==> src/rtl/assert_macros.svh <==
// ----------------------------------------------------------------------------
// assert_macros.svh
// Concurrent assertion shorthands shared by the text generator RTL.
// ----------------------------------------------------------------------------
`ifndef ASSERT_MACROS_SVH
`define ASSERT_MACROS_SVH

// Clocked assertion, held off while reset is asserted (active low)
`define GRRR_ASSERT(name, clk, rst_n, prop, msg) \
    name: assert property (@(posedge clk) disable iff (!rst_n) prop) else $error(msg);

// Same, on the block clock and reset
`define GRRR_CHECK(name, prop, msg) \
    `GRRR_ASSERT(name, aclk, aresetn, prop, msg)

`endif

==> src/rtl/grrr_pkg.sv <==
// ----------------------------------------------------------------------------
// grrr_pkg
// Shared types, font ROM and helpers for the glyph row-run rectangle
// text generator.
// ----------------------------------------------------------------------------
`default_nettype none

package grrr_pkg;

    // Default build values
    localparam int CELL_SIZE_DEF     = 2;
    localparam int GLYPH_ADVANCE_DEF = 12;
    localparam int GLYPH_ROWS_DEF    = 7;
    localparam int GLYPH_COLS_DEF    = 5;

    // Font ROM geometry
    localparam int ROM_GLYPHS = 18;
    localparam int ROM_ROWS   = 7;
    localparam int ROM_ROW_W  = 3;
    localparam int GLYPH_W    = 5;

    // Rectangle cap per character
    localparam int MAX_RECTS = 16;
    localparam int CNT_W     = 5;

    // Coordinate math width: 16-bit inputs plus small offsets
    localparam int SUM_W = 18;

    // Character codes used for case folding
    localparam logic [7:0] CH_LOWER_A = 8'h61;
    localparam logic [7:0] CH_LOWER_Z = 8'h7A;
    localparam logic [7:0] CH_LOWER_M = 8'h6D;
    localparam logic [7:0] CH_LOWER_S = 8'h73;
    localparam logic [7:0] CASE_DELTA = 8'h20;

    localparam logic [7:0] FONT_CODES [ROM_GLYPHS] = '{
        8'h20, 8'h2E, 8'h30, 8'h31, 8'h32, 8'h33, 8'h34, 8'h35, 8'h36,
        8'h37, 8'h38, 8'h39, 8'h46, 8'h50, 8'h53, 8'h4D, 8'h6D, 8'h73
    };

    localparam logic [7:0] FONT_ROM [ROM_GLYPHS][ROM_ROWS] = '{
        '{8'h00, 8'h00, 8'h00, 8'h00, 8'h00, 8'h00, 8'h00},
        '{8'h00, 8'h00, 8'h00, 8'h00, 8'h00, 8'h0C, 8'h0C},
        '{8'h0E, 8'h11, 8'h13, 8'h15, 8'h19, 8'h11, 8'h0E},
        '{8'h04, 8'h0C, 8'h04, 8'h04, 8'h04, 8'h04, 8'h0E},
        '{8'h0E, 8'h11, 8'h01, 8'h02, 8'h04, 8'h08, 8'h1F},
        '{8'h0E, 8'h11, 8'h01, 8'h06, 8'h01, 8'h11, 8'h0E},
        '{8'h02, 8'h06, 8'h0A, 8'h12, 8'h1F, 8'h02, 8'h02},
        '{8'h1F, 8'h10, 8'h1E, 8'h01, 8'h01, 8'h11, 8'h0E},
        '{8'h06, 8'h08, 8'h10, 8'h1E, 8'h11, 8'h11, 8'h0E},
        '{8'h1F, 8'h01, 8'h02, 8'h04, 8'h08, 8'h08, 8'h08},
        '{8'h0E, 8'h11, 8'h11, 8'h0E, 8'h11, 8'h11, 8'h0E},
        '{8'h0E, 8'h11, 8'h11, 8'h0F, 8'h01, 8'h02, 8'h0C},
        '{8'h1F, 8'h10, 8'h10, 8'h1E, 8'h10, 8'h10, 8'h10},
        '{8'h1E, 8'h11, 8'h11, 8'h1E, 8'h10, 8'h10, 8'h10},
        '{8'h0F, 8'h10, 8'h10, 8'h0E, 8'h01, 8'h01, 8'h1E},
        '{8'h11, 8'h1B, 8'h15, 8'h15, 8'h11, 8'h11, 8'h11},
        '{8'h00, 8'h00, 8'h1A, 8'h15, 8'h15, 8'h15, 8'h15},
        '{8'h00, 8'h00, 8'h0F, 8'h10, 8'h0E, 8'h01, 8'h1E}
    };

    typedef enum logic [0:0] {
        ST_IDLE,
        ST_SCAN
    } state_t;

    // Controller to datapath
    typedef struct packed {
        logic load;
        logic step;
    } grrr_cmd_t;

    // Datapath to controller
    typedef struct packed {
        logic in_draw;
        logic out_free;
        logic step_done;
    } grrr_status_t;

    typedef struct packed {
        logic               known;
        logic [GLYPH_W-1:0] idx;
    } glyph_sel_t;

    // Fold lower case (except m and s) and find the glyph slot
    function automatic glyph_sel_t lookup_glyph(input logic [7:0] code);
        logic [7:0] ch;
        glyph_sel_t sel;
        ch = code;
        if (code >= CH_LOWER_A && code <= CH_LOWER_Z &&
            code != CH_LOWER_M && code != CH_LOWER_S) begin
            ch = code - CASE_DELTA;
        end
        sel = '0;
        for (int g = 0; g < ROM_GLYPHS; g++) begin
            if (FONT_CODES[g] == ch) begin
                sel.known = 1'b1;
                sel.idx   = GLYPH_W'(g);
            end
        end
        return sel;
    endfunction

    // One font row; slots past the table read blank
    function automatic logic [7:0] font_row(input logic [GLYPH_W-1:0] g,
                                            input logic [ROM_ROW_W-1:0] r);
        logic [7:0] bits;
        bits = '0;
        if (int'(g) < ROM_GLYPHS && int'(r) < ROM_ROWS) begin
            bits = FONT_ROM[g][r];
        end
        return bits;
    endfunction

    // Clamp to the signed 16-bit range
    function automatic logic [15:0] sat16(input logic [SUM_W-1:0] v);
        logic [15:0] res;
        if (!v[SUM_W-1] && v[SUM_W-2:15] != '0) begin
            res = 16'h7FFF;
        end else if (v[SUM_W-1] && v[SUM_W-2:15] != '1) begin
            res = 16'h8000;
        end else begin
            res = v[15:0];
        end
        return res;
    endfunction

endpackage

`default_nettype wire

==> src/rtl/grrr_ctrl.sv <==
// ----------------------------------------------------------------------------
// grrr_ctrl
// Sequencer for the text generator: takes a character, then steps the run
// finder until the last rectangle of the glyph has been loaded out.
// ----------------------------------------------------------------------------
`default_nettype none
`include "assert_macros.svh"

module grrr_ctrl
    import grrr_pkg::*;
(
    input  wire logic         aclk,
    input  wire logic         aresetn,
    input  wire logic         s_tvalid,
    output logic              s_tready,
    input  wire grrr_status_t status,
    output grrr_cmd_t         cmd
);

    state_t state_reg;
    state_t state_next;
    logic   take_draw;

    // Next state
    always_comb begin
        state_next = state_reg;
        case (state_reg)
            ST_IDLE: begin
                if (s_tvalid && status.in_draw) begin
                    state_next = ST_SCAN;
                end
            end
            ST_SCAN: begin
                if (status.step_done) begin
                    state_next = ST_IDLE;
                end
            end
            default: state_next = ST_IDLE;
        endcase
    end

    // Outputs
    always_comb begin
        s_tready = 1'b0;
        cmd      = '0;
        case (state_reg)
            ST_IDLE: begin
                s_tready = 1'b1;
                cmd.load = s_tvalid;
            end
            ST_SCAN: begin
                cmd.step = status.out_free;
            end
            default: begin
                s_tready = 1'b0;
            end
        endcase
    end

    // State register
    always_ff @(posedge aclk) begin
        if (!aresetn) begin
            state_reg <= ST_IDLE;
        end else begin
            state_reg <= state_next;
        end
    end

    // Item taken that starts a drawn glyph
    assign take_draw = s_tvalid && s_tready && status.in_draw;

    `GRRR_CHECK(a_busy_after_draw, take_draw |=> !s_tready, "input taken mid-glyph")

endmodule

`default_nettype wire

==> src/rtl/grrr_dp.sv <==
// ----------------------------------------------------------------------------
// grrr_dp
// Datapath: pen and origin registers, glyph row scanner with a run finder,
// coordinate arithmetic with saturation, and the result register.
// ----------------------------------------------------------------------------
`default_nettype none
`include "assert_macros.svh"

module grrr_dp
    import grrr_pkg::*;
#(
    parameter int CELL_SIZE     = CELL_SIZE_DEF,
    parameter int GLYPH_ADVANCE = GLYPH_ADVANCE_DEF,
    parameter int GLYPH_ROWS    = GLYPH_ROWS_DEF,
    parameter int GLYPH_COLS    = GLYPH_COLS_DEF
) (
    input  wire logic         aclk,
    input  wire logic         aresetn,
    input  wire logic [39:0]  s_tdata,
    input  wire logic [0:0]   s_tuser,
    output logic              m_tvalid,
    input  wire logic         m_tready,
    output logic [63:0]       m_tdata,
    output logic              m_tlast,
    input  wire grrr_cmd_t    cmd,
    output grrr_status_t      status
);

    localparam int EFF_ROWS = (GLYPH_ROWS < ROM_ROWS) ? GLYPH_ROWS : ROM_ROWS;
    localparam int ROW_W    = (EFF_ROWS > 1) ? $clog2(EFF_ROWS) : 1;
    localparam int COL_W    = $clog2(GLYPH_COLS + 1);

    // Row byte to a column vector, column 0 in bit 0
    function automatic logic [GLYPH_COLS-1:0] row_cols(input logic [7:0] bits);
        logic [GLYPH_COLS-1:0] v;
        for (int c = 0; c < GLYPH_COLS; c++) begin
            v[c] = bits[3'(GLYPH_COLS - 1 - c)];
        end
        return v;
    endfunction

    // Rows of a glyph that hold at least one set pixel
    function automatic logic [EFF_ROWS-1:0] glyph_rows(input logic [GLYPH_W-1:0] g);
        logic [EFF_ROWS-1:0] m;
        for (int r = 0; r < EFF_ROWS; r++) begin
            m[r] = |row_cols(font_row(g, ROM_ROW_W'(r)));
        end
        return m;
    endfunction

    // Character registers
    logic [15:0]          pen_x_reg;
    logic [15:0]          pen_x_next;
    logic [15:0]          draw_pen_reg;
    logic [15:0]          origin_y_reg;
    logic [GLYPH_W-1:0]   glyph_reg;
    logic [EFF_ROWS-1:0]  rows_nz_reg;
    logic [ROW_W-1:0]     row_reg;
    logic [COL_W-1:0]     col_reg;
    logic [CNT_W-1:0]     count_reg;

    // Result register
    logic                 m_tvalid_reg;
    logic                 m_tvalid_next;
    logic [63:0]          m_tdata_reg;
    logic                 m_tlast_reg;

    // Load side
    glyph_sel_t           in_sel;
    logic [EFF_ROWS-1:0]  in_rows_nz;
    logic [15:0]          base_pen;
    logic [SUM_W-1:0]     adv_sum;

    // Scan side
    logic [GLYPH_COLS-1:0] cur_cols;
    logic [GLYPH_COLS-1:0] from_col;
    logic [GLYPH_COLS-1:0] after_run;
    logic [EFF_ROWS-1:0]   later_row;
    logic [COL_W-1:0]      start_idx;
    logic [COL_W-1:0]      end_idx;
    logic                  have_start;
    logic                  have_end;
    logic                  run_found;
    logic                  emit;
    logic                  is_last;

    // Coordinates
    logic [SUM_W-1:0]     pen_ext;
    logic [SUM_W-1:0]     oy_ext;
    logic [SUM_W-1:0]     left_sum;
    logic [SUM_W-1:0]     right_sum;
    logic [SUM_W-1:0]     top_sum;
    logic [SUM_W-1:0]     bottom_sum;

    // Decode the incoming character and the pen it draws at
    always_comb begin
        in_sel     = lookup_glyph(s_tdata[7:0]);
        in_rows_nz = in_sel.known ? glyph_rows(in_sel.idx) : '0;
        base_pen   = s_tuser[0] ? s_tdata[23:8] : pen_x_reg;
        adv_sum    = {{(SUM_W-16){base_pen[15]}}, base_pen} + SUM_W'(GLYPH_ADVANCE);
        pen_x_next = sat16(adv_sum);
    end

    // Find the next run in the current row
    always_comb begin
        cur_cols   = row_cols(font_row(glyph_reg, ROM_ROW_W'(row_reg)));
        start_idx  = '0;
        have_start = 1'b0;
        end_idx    = COL_W'(GLYPH_COLS);
        have_end   = 1'b0;
        for (int c = 0; c < GLYPH_COLS; c++) begin
            from_col[c] = cur_cols[c] && (COL_W'(c) >= col_reg);
        end
        for (int c = 0; c < GLYPH_COLS; c++) begin
            if (!have_start && from_col[c]) begin
                start_idx  = COL_W'(c);
                have_start = 1'b1;
            end
        end
        for (int c = 0; c < GLYPH_COLS; c++) begin
            if (!have_end && COL_W'(c) > start_idx && !cur_cols[c]) begin
                end_idx  = COL_W'(c);
                have_end = 1'b1;
            end
        end
        for (int c = 0; c < GLYPH_COLS; c++) begin
            after_run[c] = cur_cols[c] && (COL_W'(c) >= end_idx);
        end
        for (int r = 0; r < EFF_ROWS; r++) begin
            later_row[r] = rows_nz_reg[r] && (ROW_W'(r) > row_reg);
        end
        run_found = |from_col;
        emit      = cmd.step && run_found;
        is_last   = (count_reg == CNT_W'(MAX_RECTS - 1)) ||
                    (!(|after_run) && !(|later_row));
    end

    // Rectangle corners, exact then clamped
    always_comb begin
        pen_ext    = {{(SUM_W-16){draw_pen_reg[15]}}, draw_pen_reg};
        oy_ext     = {{(SUM_W-16){origin_y_reg[15]}}, origin_y_reg};
        left_sum   = pen_ext + SUM_W'(start_idx) * SUM_W'(CELL_SIZE);
        right_sum  = pen_ext + SUM_W'(end_idx) * SUM_W'(CELL_SIZE);
        top_sum    = oy_ext + SUM_W'(row_reg) * SUM_W'(CELL_SIZE);
        bottom_sum = top_sum + SUM_W'(CELL_SIZE);
    end

    // Result register: set on a new rectangle, drop once taken
    always_comb begin
        m_tvalid_next = m_tvalid_reg;
        if (emit) begin
            m_tvalid_next = 1'b1;
        end else if (m_tready) begin
            m_tvalid_next = 1'b0;
        end
    end

    // Control registers
    always_ff @(posedge aclk) begin
        if (!aresetn) begin
            pen_x_reg    <= '0;
            m_tvalid_reg <= 1'b0;
        end else begin
            m_tvalid_reg <= m_tvalid_next;
            if (cmd.load) begin
                pen_x_reg <= pen_x_next;
            end
        end
    end

    // Scan and payload registers
    always_ff @(posedge aclk) begin
        if (cmd.load) begin
            draw_pen_reg <= base_pen;
            origin_y_reg <= s_tdata[39:24];
            glyph_reg    <= in_sel.idx;
            rows_nz_reg  <= in_rows_nz;
            row_reg      <= '0;
            col_reg      <= '0;
            count_reg    <= '0;
        end else if (cmd.step) begin
            if (run_found) begin
                col_reg   <= end_idx;
                count_reg <= count_reg + 1'b1;
            end else begin
                row_reg <= ROW_W'(row_reg + 1'b1);
                col_reg <= '0;
            end
        end
        if (emit) begin
            m_tdata_reg <= {sat16(bottom_sum), sat16(right_sum),
                            sat16(top_sum), sat16(left_sum)};
            m_tlast_reg <= is_last;
        end
    end

    assign m_tvalid = m_tvalid_reg;
    assign m_tdata  = m_tdata_reg;
    assign m_tlast  = m_tlast_reg;

    assign status.in_draw   = |in_rows_nz;
    assign status.out_free  = !m_tvalid_reg || m_tready;
    assign status.step_done = emit && is_last;

    `GRRR_CHECK(a_no_overwrite, emit |-> (!m_tvalid_reg || m_tready), "result overwritten")
    `GRRR_CHECK(a_rect_cap, emit |-> (count_reg < CNT_W'(MAX_RECTS)), "too many rectangles")

endmodule

`default_nettype wire

==> src/rtl/glyph_row_run_rectangles.sv <==
// ----------------------------------------------------------------------------
// glyph_row_run_rectangles
// On-screen text generator: one character in, one filled rectangle out for
// each horizontal run of set pixels in its 5x7 glyph.
//
//   channel  dir  tdata (low bit up)                          tuser / tlast
//   s_       in   char_code, origin_x, origin_y (40 bits)     first_of_string
//   m_       out  rect_left, rect_top, rect_right,            last_of_glyph
//                 rect_bottom (64 bits)
//
// A character is accepted, then the scan steps once per rectangle and once
// more to advance past each row before the row of its last rectangle; M has
// the most rectangles, 16, the last one on row 6. The scan uses a single run
// finder and a one-deep result register.
// Unknown and blank characters are accepted from idle and emit nothing.
// Reset (aresetn low, synchronous) clears the pen to zero and drops any
// pending result. A stalled m_tready holds the scan; input is taken again
// once the last rectangle is in the result register.
// ----------------------------------------------------------------------------
`default_nettype none

module glyph_row_run_rectangles
    import grrr_pkg::*;
#(
    parameter int CELL_SIZE     = CELL_SIZE_DEF,
    parameter int GLYPH_ADVANCE = GLYPH_ADVANCE_DEF,
    parameter int GLYPH_ROWS    = GLYPH_ROWS_DEF,
    parameter int GLYPH_COLS    = GLYPH_COLS_DEF
) (
    input  wire logic         aclk,
    input  wire logic         aresetn,
    input  wire logic         s_tvalid,
    output logic              s_tready,
    input  wire logic [39:0]  s_tdata,   // char_code, origin_x, origin_y
    input  wire logic [0:0]   s_tuser,   // first_of_string
    output logic              m_tvalid,
    input  wire logic         m_tready,
    output logic [63:0]       m_tdata,   // rect_left, rect_top, rect_right, rect_bottom
    output logic              m_tlast    // last_of_glyph
);

    grrr_cmd_t    cmd;
    grrr_status_t status;

    grrr_ctrl u_ctrl (
        .aclk     (aclk),
        .aresetn  (aresetn),
        .s_tvalid (s_tvalid),
        .s_tready (s_tready),
        .status   (status),
        .cmd      (cmd)
    );

    grrr_dp #(
        .CELL_SIZE     (CELL_SIZE),
        .GLYPH_ADVANCE (GLYPH_ADVANCE),
        .GLYPH_ROWS    (GLYPH_ROWS),
        .GLYPH_COLS    (GLYPH_COLS)
    ) u_dp (
        .aclk     (aclk),
        .aresetn  (aresetn),
        .s_tdata  (s_tdata),
        .s_tuser  (s_tuser),
        .m_tvalid (m_tvalid),
        .m_tready (m_tready),
        .m_tdata  (m_tdata),
        .m_tlast  (m_tlast),
        .cmd      (cmd),
        .status   (status)
    );

endmodule

`default_nettype wire

==> config.mk <==
export PLATFORM = sky130hd
export DESIGN_NAME = glyph_row_run_rectangles
export DESIGN_NICKNAME = d
export VERILOG_FILES = /design/src/rtl/grrr_pkg.sv /design/src/rtl/grrr_ctrl.sv /design/src/rtl/grrr_dp.sv /design/src/rtl/glyph_row_run_rectangles.sv
export VERILOG_INCLUDE_DIRS = /design/src /design/src/rtl
export SDC_FILE = /design/constraint.sdc
export NUM_CORES = 1
export LEC_CHECK = 0
export BUFFER_PORTS_ARGS = -buffer_cell sky130_fd_sc_hd__buf_2
export CORE_ASPECT_RATIO = 1.5
export CORE_MARGIN = 4
export CORE_UTILIZATION = 35
export CTS_CLUSTER_DIAMETER = 200
export DETAILED_ROUTE_END_ITERATION = 7
export PLACE_DENSITY_LB_ADDON = 0.15
export SYNTH_ARGS = -nofsm -noshare
export SYNTH_HDL_FRONTEND = slang
export SYNTH_SLANG_ARGS = --single-unit
==> constraint.sdc <==
create_clock -name aclk -period 4.05 [get_ports aclk]
set_input_delay 0.81 -clock aclk [delete_from_list [all_inputs] [get_ports aclk]]
set_output_delay 0.81 -clock aclk [all_outputs]
set_load 0.005 [all_outputs]
==> reports/results.txt <==
Sequential area share after synthesis: 45.99%
Area Overhead vs Synth: 35.59%
Worst-path clk slew: 60 ps
Die Wd: 131.3 um
Ys flop type: edfxtp_1
FFs w/ async S/R, synth: 0%
Cell Pwr Density: 347.8 nW/um2
Max Fanout on Critical Path: 7
Net switching power: 0.9736 mW
Final Cell Area: 10,830 um2
Die height: 193.0 um
Vias in the first global route: 6,890
CP Cell Sequence: buf_12 > buf_4 > and4b_2 > a221o_1 > nand3_1 > o311a_4 > nor2_4 > or3_4 > a221oi_2 > a21o_1 > nand2_2 > fa_2 > nor2b_1 > o21a_1 > and2_4 > nand3_4 > nand3_2 > o21ai_2 > nand2_2 > clkbuf_16 > o21ai_1
YS warnings: 0
Startpoint types: flop
Total track usage: 17.01%
CTS buffer count: 17
Core Region: 22,380 um2
Most frequent cells in the layout: 129 x buf_4, 111 x buf_2, 103 x edfxtp_1
Most common cell on crit path: nand2_2
CP Buf/Inv Count: 3
Number of diodes: 0
Worst-case clock buffer depth: 2
CTS sink count: 132
Final Cycle Share: 104.3%
Min Tclk post-route: 4224 ps
PnR worst setup slack: -174.0 ps
Nets: 1,114
I/O Buffers: 111
DP Cell Count: 1,278
Routed WL: 21.61 mm
Residual DRC: 0
Worst vdd ir: 293.6 uV
Leak pwr: 4.292 nW
WP data required: 4220 ps
Sequential power share: 42.2%
Clock Root Buffer: clkbuf_16
Cells after synthesis: 814
Clock Latency Late Sink: 420 ps
Syn_nets: 880
Initial Util: 35.69%
#FFs+latches synth: 132
DP HPWL: 16.03 mm
CP Class: flop to flop
DRT antenna net count: 0
Worst R2R Start: u_dp.glyph_reg[3]$_SDFFCE_PP0P_
Max reg flops: 64
Sw Ratio: 25.85%
DR iter-0 viols: 312
Family with the most delay on the worst path: simple AND/OR/NAND/NOR gates
Max Cap Viol: 0
FP Rows: 67
Max Freq: 236.7 MHz
Comb power frac: 17.3%
I/O pin count: 112
Hold_sp: u_dp.count_reg[2]$_SDFFE_PP0P_
Commonest non-fill, non-tap cell in the layout: buf_4
First-pass GRT wire length: 34.93 mm
Antenna violations before repair: 0
Vias per Instance: 5.182
Int Power: 2.793 mW
Crit. End Element: flop
Slowest stage delay, CP: 420 ps
Placer Congestion: 0.8654
Grt total ovfl: 0
Avg Cell Area, Syn: 9.813 um2
Pin count of the biggest net entering global routing: 40
# fillers: 2,115
Hold Path Class: flop to flop
Unrepaired setup endpoints after global routing: true
Slew Limit Headroom: 56.30%
Vias: 6,929
Worst Setup SP: u_dp.glyph_reg[3]$_SDFFCE_PP0P_
Setup Viol. Count Final: 18
Die area: 25,350 um2
Post-synth EDFFs: 103
Final slew viol count: 0
Failing checks: setup timing
Slowest cell on crit path: edfxtp_1
Cell area after synthesis: 7988 um2
Hold Vio Cnt, Final: 0
Critical Path AT: 4400 ps
CTS tree: built
Worst-margin pin slew: 654.5 ps
DR WL/cell: 16.17 um
Non-filler instance count after layout: 1,337
Power share of the clock group: 40.6%
H-tree levels: 4
Share of layout cells above drive strength 1: 35.44%
Post-route clock skew: 7.118 ps
Outcome: finished with violations
First drt pass iteration count: 5
Yosys cell types: 82
DP Area: 9703 um2
-- what timing repair did --
item                       CTS  global route
gates resized for setup     40            41
cloned                       0             1
pin swaps                   16            29
buffers inserted            13            13
setup endpoints to repair   27            31
hold buffers                 0             0
-- final cells by class --
class	count	area, um2	share of cell area (%)
Tap cell	276	345.3	3.189
Sequential cell	132	3674	33.92
Multi-Input combinational cell	604	4245	39.20
Clock inverter	13	131.4	1.213
Clock buffer	19	452.9	4.182
Inverter	32	125.1	1.155
Timing Repair Buffer	261	1857	17.14
-- cells in the mapped netlist (3+ instances only) --
cell	instances	share of area, %
or3_1	12	0.94
o21ai_0	74	4.6
a31oi_1	8	0.63
nand4_1	5	0.39
mux2i_1	10	1.3
nor4_1	5	0.39
inv_1	29	1.4
nor2_1	45	2.1
buf_4	5	0.47
a221oi_1	5	0.55
nor4b_1	3	0.33
o31ai_1	7	0.66
nand2b_1	14	1.1
a21boi_0	6	0.56
a32oi_1	3	0.33
nand3_1	30	1.9
a21o_1	8	0.75
o32ai_1	3	0.33
fa_1	3	0.75
a211oi_1	6	0.56
o21a_1	4	0.38
nand3b_1	8	0.75
buf_2	13	0.81
dfxtp_1	29	7.3
a21oi_1	58	3.6
clkbuf_1	22	1.0
nor2b_1	11	0.86
mux2_2	10	1.4
buf_6	4	0.56
ha_1	18	2.8
a221o_1	3	0.38
and2_1	8	0.63
edfxtp_1	103	39
xor2_1	28	3.1
xnor2_1	33	3.6
and3_1	13	1.0
nand2_1	84	3.9
nor3_1	20	1.3
o211ai_1	3	0.28
nor3b_1	5	0.47
-- worst register-to-register path, stage by stage, from the launching register on --
cell and delay [ps]:
edfxtp_1 420, buf_12 160, buf_4 140, and4b_2 250, a221o_1 360, nand3_1 90, o311a_4 220, nor2_4 40
or3_4 370, a221oi_2 230, a21o_1 180, nand2_2 80, fa_2 330, nor2b_1 120, o21a_1 140, and2_4 160
nand3_4 100, nand3_2 110, o21ai_2 70, nand2_2 180, clkbuf_16 170, o21ai_1 50
-- power groups by stage --
stage	clock, mW	sequential (mW)	combinational, mW
4_1_cts	1.56	1.59	0.617
6_report	1.53	1.59	0.650
5_1_grt	1.63	1.60	0.724
3_3_place_gp	0	1.61	0.585
3_5_place_dp	0	1.61	0.584
2_1_floorplan	0	1.60	0.368
-- path summary, 6_finish.rpt --
path                                         end  slack (ps)  cells past startpoint
setup / recovery  u_dp.m_tdata[43]$_SDFFCE_PP1P_        -170                     21
hold / removal    u_dp.count_reg[2]$_SDFFE_PP0P_         480                      1
setup reg to reg  u_dp.m_tdata[43]$_SDFFCE_PP1P_        -170                     21
hold reg to reg   u_dp.count_reg[2]$_SDFFE_PP0P_         480                      1
-- layer usage --
layer  vias to the layer above  wire [um]  share of wire [%]  track usage (%)
met1                      3267       9022                 42            19.41
met3                        33        807                3.7            3.349
met5                         -          0                  0                0
met2                       164      11290                 52            31.45
li1                       3465          -                  -                -
met4                         0        489                2.3            6.710
-- through the flow --
step                TNS (ps)  hold WS [ps]  power (mW)  utilization [%]  setup slack, ps
floorplan                  0         445.7       1.966                -            2.458
global placement       -4442         461.9       2.198            43.35           -269.3
detailed placement     -4881         470.2       2.198            43.35           -344.4
CTS                    -1350         483.4       3.765            47.21           -107.1
global route           -7692         511.1       3.946            48.39           -341.5
finish                 -2241         478.9       3.767            48.39           -174.0
-- cell families (layout without fill, tap and decap cells) --
logic type | after synthesis | count (layout) | share of synthesized area (%)
and+or+nand+nor | 282 | 282 | 18.41
AOI/OAI and AO/OA | 220 | 220 | 18.20
DFF | 132 | 132 | 45.99
buffers and inverters | 78 | 325 | 4.480
xor gates and xnor gates | 61 | 61 | 6.689
adders and majority gates | 21 | 21 | 3.572
muxes | 20 | 20 | 2.663
No activity file was read; power rests on OpenSTA's default activity.
